===== src/rtl/core/prpc_pkg.sv =====
`timescale 1ns / 1ps
// ----------------------------------------------------------------------------
// prpc_pkg
// Shared types and codes for the pull-style CSR PageRank engine.
// ----------------------------------------------------------------------------
package prpc_pkg;

    localparam int VALUE_W = 14;
    localparam int INDEX_W = 13;

    localparam logic [1:0] CMD_LOAD_ROW  = 2'd0;
    localparam logic [1:0] CMD_LOAD_EDGE = 2'd1;
    localparam logic [1:0] CMD_RUN       = 2'd2;
    localparam logic [1:0] CMD_READ      = 2'd3;

    localparam logic [1:0] REG_VERTEX_COUNT    = 2'd0;
    localparam logic [1:0] REG_EDGE_COUNT      = 2'd1;
    localparam logic [1:0] REG_DAMPING_Q16     = 2'd2;
    localparam logic [1:0] REG_ITERATION_COUNT = 2'd3;

    localparam logic KIND_RUN_DONE = 1'b0;
    localparam logic KIND_READ     = 1'b1;

    typedef struct packed {
        logic [10:0] vertex_count;
        logic [13:0] edge_count;
        logic [16:0] damping_q16;
        logic [7:0]  iteration_count;
    } cfg_t;

    typedef enum logic [4:0] {
        OP_NONE,
        OP_LOAD_ROW,
        OP_LOAD_EDGE,
        OP_READ,
        OP_RUN_SETUP,
        OP_INIT,
        OP_E_READ,
        OP_DEG_READ,
        OP_DEG_INC,
        OP_E_SKIP,
        OP_ITER_SETUP,
        OP_ROW_LO,
        OP_ROW_HI,
        OP_WIN,
        OP_EDGE_RD,
        OP_SRC_RD,
        OP_J_SKIP,
        OP_DIV_START,
        OP_ACC,
        OP_MUL_STEP,
        OP_WRITE,
        OP_DONE
    } op_t;

    typedef enum logic [3:0] {
        S_IDLE,
        S_INIT,
        S_DEG_EDGE,
        S_DEG_SRC,
        S_DEG_INC,
        S_ITER,
        S_ROW_LO,
        S_ROW_HI,
        S_WIN,
        S_EDGE,
        S_SRC,
        S_TERM,
        S_DIV,
        S_MUL,
        S_WRITE,
        S_DONE
    } state_t;

    typedef struct packed {
        logic init_last;
        logic e_done;
        logic src_ok;
        logic deg_zero;
        logic j_lt_hi;
        logic div_done;
        logic mul_last;
        logic v_last;
        logic k_last;
        logic run_empty;
    } status_t;

endpackage


===== src/rtl/core/prpc_ctrl.sv =====
`timescale 1ns / 1ps
// ----------------------------------------------------------------------------
// prpc_ctrl
// Sequencer: command decode, init sweep, degree count and rank iterations.
// ----------------------------------------------------------------------------
module prpc_ctrl (
    input  logic              clk,
    input  logic              rst_n,
    input  logic              start,
    input  logic [1:0]        cmd,
    input  prpc_pkg::status_t status,
    output prpc_pkg::op_t     op,
    output logic              busy
);

    prpc_pkg::state_t state_reg, state_next;

    always_ff @(posedge clk or negedge rst_n)
    begin
        if (!rst_n)
        begin
            state_reg <= prpc_pkg::S_IDLE;
        end
        else
        begin
            state_reg <= state_next;
        end
    end

    always_comb
    begin
        state_next = state_reg;
        op         = prpc_pkg::OP_NONE;
        case (state_reg)
            prpc_pkg::S_IDLE:
            begin
                if (start)
                begin
                    case (cmd)
                        prpc_pkg::CMD_LOAD_ROW:  op = prpc_pkg::OP_LOAD_ROW;
                        prpc_pkg::CMD_LOAD_EDGE: op = prpc_pkg::OP_LOAD_EDGE;
                        prpc_pkg::CMD_READ:      op = prpc_pkg::OP_READ;
                        default:
                        begin
                            op         = prpc_pkg::OP_RUN_SETUP;
                            state_next = prpc_pkg::S_INIT;
                        end
                    endcase
                end
            end
            prpc_pkg::S_INIT:
            begin
                op = prpc_pkg::OP_INIT;
                if (status.init_last)
                begin
                    state_next = prpc_pkg::S_DEG_EDGE;
                end
            end
            prpc_pkg::S_DEG_EDGE:
            begin
                if (status.e_done)
                begin
                    state_next = prpc_pkg::S_ITER;
                end
                else
                begin
                    op         = prpc_pkg::OP_E_READ;
                    state_next = prpc_pkg::S_DEG_SRC;
                end
            end
            prpc_pkg::S_DEG_SRC:
            begin
                if (status.src_ok)
                begin
                    op         = prpc_pkg::OP_DEG_READ;
                    state_next = prpc_pkg::S_DEG_INC;
                end
                else
                begin
                    op         = prpc_pkg::OP_E_SKIP;
                    state_next = prpc_pkg::S_DEG_EDGE;
                end
            end
            prpc_pkg::S_DEG_INC:
            begin
                op         = prpc_pkg::OP_DEG_INC;
                state_next = prpc_pkg::S_DEG_EDGE;
            end
            prpc_pkg::S_ITER:
            begin
                op         = prpc_pkg::OP_ITER_SETUP;
                state_next = status.run_empty ? prpc_pkg::S_DONE : prpc_pkg::S_ROW_LO;
            end
            prpc_pkg::S_ROW_LO:
            begin
                op         = prpc_pkg::OP_ROW_LO;
                state_next = prpc_pkg::S_ROW_HI;
            end
            prpc_pkg::S_ROW_HI:
            begin
                op         = prpc_pkg::OP_ROW_HI;
                state_next = prpc_pkg::S_WIN;
            end
            prpc_pkg::S_WIN:
            begin
                op         = prpc_pkg::OP_WIN;
                state_next = prpc_pkg::S_EDGE;
            end
            prpc_pkg::S_EDGE:
            begin
                if (status.j_lt_hi)
                begin
                    op         = prpc_pkg::OP_EDGE_RD;
                    state_next = prpc_pkg::S_SRC;
                end
                else
                begin
                    state_next = prpc_pkg::S_MUL;
                end
            end
            prpc_pkg::S_SRC:
            begin
                if (status.src_ok)
                begin
                    op         = prpc_pkg::OP_SRC_RD;
                    state_next = prpc_pkg::S_TERM;
                end
                else
                begin
                    op         = prpc_pkg::OP_J_SKIP;
                    state_next = prpc_pkg::S_EDGE;
                end
            end
            prpc_pkg::S_TERM:
            begin
                if (status.deg_zero)
                begin
                    op         = prpc_pkg::OP_J_SKIP;
                    state_next = prpc_pkg::S_EDGE;
                end
                else
                begin
                    op         = prpc_pkg::OP_DIV_START;
                    state_next = prpc_pkg::S_DIV;
                end
            end
            prpc_pkg::S_DIV:
            begin
                if (status.div_done)
                begin
                    op         = prpc_pkg::OP_ACC;
                    state_next = prpc_pkg::S_EDGE;
                end
            end
            prpc_pkg::S_MUL:
            begin
                op = prpc_pkg::OP_MUL_STEP;
                if (status.mul_last)
                begin
                    state_next = prpc_pkg::S_WRITE;
                end
            end
            prpc_pkg::S_WRITE:
            begin
                op = prpc_pkg::OP_WRITE;
                if (status.v_last && status.k_last)
                begin
                    state_next = prpc_pkg::S_DONE;
                end
                else
                begin
                    state_next = prpc_pkg::S_ROW_LO;
                end
            end
            prpc_pkg::S_DONE:
            begin
                op         = prpc_pkg::OP_DONE;
                state_next = prpc_pkg::S_IDLE;
            end
            default:
            begin
                state_next = prpc_pkg::S_IDLE;
            end
        endcase
    end

    assign busy = state_reg != prpc_pkg::S_IDLE;

endmodule


===== config.mk =====
export PLATFORM = sky130hd
export DESIGN_NAME = prpc_ctrl
export DESIGN_NICKNAME = d
export VERILOG_FILES = /design/src/rtl/core/prpc_pkg.sv /design/src/rtl/core/prpc_ctrl.sv
export SDC_FILE = /design/constraint.sdc
export NUM_CORES = 1
export LEC_CHECK = 0
export BUFFER_PORTS_ARGS = -buffer_cell sky130_fd_sc_hd__buf_2
export CORE_AREA = 5 5 42 44
export DETAILED_ROUTE_END_ITERATION = 12
export DIE_AREA = 0 0 47 49
export PLACE_DENSITY_LB_ADDON = 0.12
export REMOVE_ABC_BUFFERS = 1
export SLEW_MARGIN = 20
export SYNTH_ARGS = -nofsm -noshare
export SYNTH_HDL_FRONTEND = slang
export SYNTH_SLANG_ARGS = --single-unit

===== constraint.sdc =====
create_clock -name clk -period 2.4 [get_ports clk]
set_input_delay 0.12 -clock clk [delete_from_list [all_inputs] [get_ports clk]]
set_output_delay 0.12 -clock clk [all_outputs]
set_load 0.1 [all_outputs]

==> results of run 1 <==
==> critical path, cell delays in order, from the launching register on <==
cell,delay (ns)
dfrtp_1,0.69
nor2b_1,0.36
o2bb2ai_1,0.17
o21ai_0,0.10
nand3_1,0.09
buf_2,0.42
==> placed cells by master (no fill, tap or decap), types with 3 or more instances in the layout <==
cell type and n:
nor2_1 5, nand2_1 5, a21oi_1 7, dfrtp_1 3, nand3_1 3, inv_1 4, a31oi_1 4, nor2b_1 3
o21ai_0 8, buf_2 20, clkbuf_4 3
==> logic make-up after synthesis <==
family | after synthesis
compound gates | 40
simple gates | 32
buf+inv | 14
flops | 4
fa+ha+maj | 2
mux | 1
==> through the flow <==
step	setup slack, ns	TNS [ns]	std cells	util [%]
after floorplan	-0.943	-2.80	84	-
after global placement	0.412	0	122	55.2
after detailed placement	0.385	0	122	55.2
after CTS	0.127	0	126	57.5
after global routing	0.0691	0	126	57.6
final	0.212	0	126	57.6
==> area by class of cell <==
class | instances | area (µm²)
clock buffer | 3 | 22.5
fill | 136 | 594
inverter | 5 | 21.3
multi-input combinational | 75 | 517
sequential | 4 | 101
tap | 16 | 20.0
timing repair buffer | 23 | 125
==> worst max-delay path by stage <==
stage	startpoint	endpoint	slack, ns
global route	state_reg[0]	op[3]	0.07
finish	state_reg[2]	op[0]	0.21
floorplan	state_reg[3]	op[1]	-0.94
detailed placement	state_reg[3]	op[2]	0.38
CTS	state_reg[3]	op[1]	0.13
global placement	state_reg[3]	op[2]	0.41
==> per-layer routing <==
metal	global-route usage (%)	share of wire (%)	up-vias
met2	25.6	49	21
met4	4.61	0	0
li1	-	-	389
met3	1.48	5.4	0
met5	0	0	-
met1	22.6	46	351
==> timing repair <==
item / in CTS / in global routing
hold buffers: 1 / 0
endpoints found under the setup margin: 0 / 2
hold endpoints to repair: 4 / 0
buffers inserted: 0 / 0
gates resized for setup: 0 / 1
==> impl_metrics.py, run 1 <==
metrics = {
    "synth": {
        "synth_top_family_by_area": "compound AO/OA/AOI/OAI gates",
        "ys_seq_elements": 4,
        "avgSynthCellArea_um2": 7.47,
        "async_flop_share_pct": 100,
        "synth_most_common_cell": "o21ai_0",
        "synthXorXnorAreaFrac_pct": 0,
        "syn_area_um2": 694,
        "ys.flop_type": "dfrtp_1",
        "synthCells": 93,
        "synth_top_area_cell": "dfrtp_1",
        "synth-compound-area-share_pct": 39.1,
        "synth_common_cells": "o21ai_0, a21oi_1, buf_2, nand2_1, nor2_1",
        "ys_types": 41,
        "synth_edf_count": 0,
        "synth_area_leaders": "dfrtp_1, o21ai_0, a21oi_1, buf_2, a31oi_1",
        "muxShareOfSynthArea_pct": 2.16,
        "synth-simple-area-share_pct": 29.5,
        "yosys.area.top_type_share_pct": 14.4,
        "yosys.area_share.adder_pct": 3.60,
        "ys_warn_count": 0,
        "ys_seq_area_share_pct": 14.4,
    },
    "run": {
        "cap_viol_max_count": 0,
    },
    "place": {
        "gp_congestion": 0.874,
        "place_area_um2": 773,
        "dpl.hpwl_um": 1260,
        "numPortBuffers": 20,
    },
    "clock_network": {
        "cts_inserted_buffers": 3,
        "clock_tree.root_cell": "clkbuf_4",
        "h-tree-depth": 1,
        "cts_buffer_depth": 2,
        "cts_tree": "built",
        "cts.reportedPaths.clkPinSlew_ns": 0.04,
        "clk_latency_ns": 0.23,
        "cts.sinks": 4,
    },
    "routing": {
        "routed-via-count": 761,
        "wl_um": 1720,
        "first_iter_violations": 19,
        "drc": 0,
        "dr.pass1.iters": 4,
        "vias_per_cell": 6.04,
        "ant_nets": 0,
        "wl_per_cell_um": 13.7,
    },
    "worst_setup_path": {
        "r2r-end": "state_reg[2]",
        "r2r_slack_ns": 0.50,
        "critPathArrivalTime_ns": 2.07,
        "path_class": "flop to output port",
        "worstPathRequired_ns": 2.28,
        "r2r_start": "state_reg[0]",
        "start_kind": "flop",
        "path_max_fanout": 20,
        "end_kind": "output port",
        "r2r_cells": 5,
    },
    "finish": {
        "n_antenna_cell": 0,
        "syn2layout_area_growth_pct": 16.2,
        "largest_register_ffs": 4,
        "layout.nets": 129,
        "drive_gt1_share_pct": 27.3,
        "final_area_um2": 807,
    },
    "sta": {
        "worstMarginPinSlew_ns": 0.609,
        "rsz0062_at_grt": "false",
        "slew_violations": 0,
        "timing.slew.headroom_pct": 59.4,
        "finClkSkew_ns": 0.00245,
        "max_freq_mhz": 457,
        "hold_ws_ns": 0.228,
        "fin_crit_ns": 2.19,
        "period_share_pct": 91.2,
        "setup_violations": 0,
        "hold_violations": 0,
    },
    "floorplan": {
        "die_h_um": 49,
        "core_um2": 1400,
        "start_util_pct": 49.6,
        "die_x_um": 47,
        "ioPinCount": 21,
        "placementRows": 14,
        "die-area_um2": 2300,
    },
    "grt": {
        "grt.overflow.total": 0,
        "antenna_found_initial": 0,
        "gr-usage-all-layers_pct": 16.2,
        "grt_pass1_wl_um": 2900,
        "grt_pass1_vias": 700,
        "grt_max_degree": 26,
    },
    "outcome": {
        "status": "complete, no violations",
    },
    "worst_hold_path": {
        "holdCritPathClass": "primary input to async pin",
    },
}
Power of run 1 is not shown: default switching activity piles up to over one toggle a cycle in this logic, so the estimate is an artifact.
==> inputs of run 2 (changes only) <==
- GPL_TIMING_DRIVEN: not set -> 0
- PLACE_DENSITY_LB_ADDON: 0.12 -> 0.15
==> impl_metrics.py, run 2 (synthesis results as in run 1) <==
metrics = {
    "finish": {
        "layout.nets": 127,
        "drive_gt1_share_pct": 27.8,
        "layout_common_cells": "buf_2, o21ai_0, a21oi_1",
        "final_common_cell": "buf_2",
        "n_antenna_cell": 0,
        "multi_input_area_um2": 517,
        "regArea_um2": 104,
        "syn2layout_area_growth_pct": 14.8,
        "final_area_um2": 797,
        "fillers": 146,
        "largest_register_ffs": 4,
    },
    "worst_setup_path": {
        "worstPathRequired_ns": 2.28,
        "path_max_fanout": 21,
        "r2r-end": "state_reg[2]",
        "path_class": "flop to output port",
        "r2r_slack_ns": 0.63,
        "r2r_start": "state_reg[1]",
        "end_kind": "output port",
        "r2r_cells": 4,
        "setup.worst_path.end": "op[2]",
        "start_kind": "flop",
        "startpoint": "state_reg[1]",
        "critPathArrivalTime_ns": 1.98,
    },
    "sta": {
        "hold_violations": 0,
        "rsz0062_at_grt": "false",
        "max_freq_mhz": 475,
        "slew_violations": 0,
        "timing.slew.headroom_pct": 60.1,
        "hold_ws_ns": 0.216,
        "worstMarginPinSlew_ns": 0.598,
        "period_share_pct": 87.6,
        "fin_crit_ns": 2.10,
        "setup_violations": 0,
        "finClkSkew_ns": 0.00350,
    },
    "clock_network": {
        "clk_latency_ns": 0.23,
        "post_cts_buffers": 0,
        "cts.reportedPaths.clkPinSlew_ns": 0.04,
        "cts_buffer_depth": 2,
        "clock_tree.root_cell": "clkbuf_4",
        "h-tree-depth": 1,
        "cts_tree": "built",
        "cts.sinks": 4,
        "cts_inserted_buffers": 3,
    },
    "routing": {
        "ant_nets": 0,
        "drc": 0,
        "wl_um": 1700,
        "first_iter_violations": 5,
        "dr.pass1.iters": 4,
        "vias_per_cell": 6.02,
        "routed-via-count": 747,
        "wl_per_cell_um": 13.7,
    },
    "run": {
        "cap_viol_max_count": 0,
    },
    "floorplan": {
        "ioPinCount": 21,
        "placementRows": 14,
        "die_x_um": 47,
        "core_um2": 1400,
        "start_util_pct": 49.6,
        "die_h_um": 49,
        "die-area_um2": 2300,
    },
    "grt": {
        "grt_pass1_wl_um": 2900,
        "antenna_found_initial": 0,
        "grt.overflow.total": 0,
        "grt_max_degree": 29,
        "gr-usage-all-layers_pct": 16.6,
        "grt_pass1_vias": 669,
    },
    "place": {
        "numPortBuffers": 20,
        "dpl.hpwl_um": 1190,
        "place_area_um2": 758,
        "gp_congestion": 0.810,
    },
    "outcome": {
        "status": "complete, no violations",
    },
    "worst_hold_path": {
        "holdCritPathClass": "primary input to async pin",
    },
}
[run 2: final cells by class]
cell class / count / share of cell area [%]
clock buffers: 3 / 2.83
inverters: 5 / 2.67
multi-input cells: 75 / 64.8
flip-flops and latches: 4 / 13.0
well taps: 16 / 2.51
repair buffers: 21 / 14.1
[run 2: timing repair]
item	in CTS	in global routing
hold buffers	1	0
resized for setup	0	4
hold endpoints to repair	4	0
endpoints found under the setup margin	0	4
[run 2: worst min-delay path by stage]
stage               start      endpoint  slack [ns]  depth (start not counted)
floorplan           rst_n  state_reg[0]       -0.18                          0
global placement    rst_n  state_reg[2]       -0.08                          1
detailed placement  rst_n  state_reg[2]       -0.07                          1
CTS                 rst_n  state_reg[2]        0.21                          2
global route        rst_n  state_reg[0]        0.25                          2
finish              rst_n  state_reg[2]        0.22                          2
[run 2: critical path, cell delays in order, from the launching register on]
cell and delay [ns]:
dfrtp_1 0.71, nand3b_1 0.17, o31ai_1 0.11, a22oi_1 0.15
o21ai_0 0.16, buf_2 0.44
[run 2: metrics by stage]
stage / worst slack, ns / util [%] / instances / TNS [ns]
after floorplan: -0.943 / - / 84 / -2.80
after global placement: 0.348 / 54.1 / 120 / 0
after detailed placement: 0.308 / 54.1 / 120 / 0
after CTS: 0.0643 / 56.4 / 124 / 0
after global routing: 0.119 / 56.9 / 124 / 0
final: 0.297 / 56.9 / 124 / 0
[run 2: routing by layer]
layer / track usage, % / vias to the layer above / part of all wire [%]
met1: 23.9 / 344 / 50
met5: 0 / - / 0
li1: - / 386 / -
met2: 23.5 / 17 / 46
met3: 3.69 / 0 / 4.1
met4: 5.99 / 0 / 0
Power of run 2 is left out for the same reason.
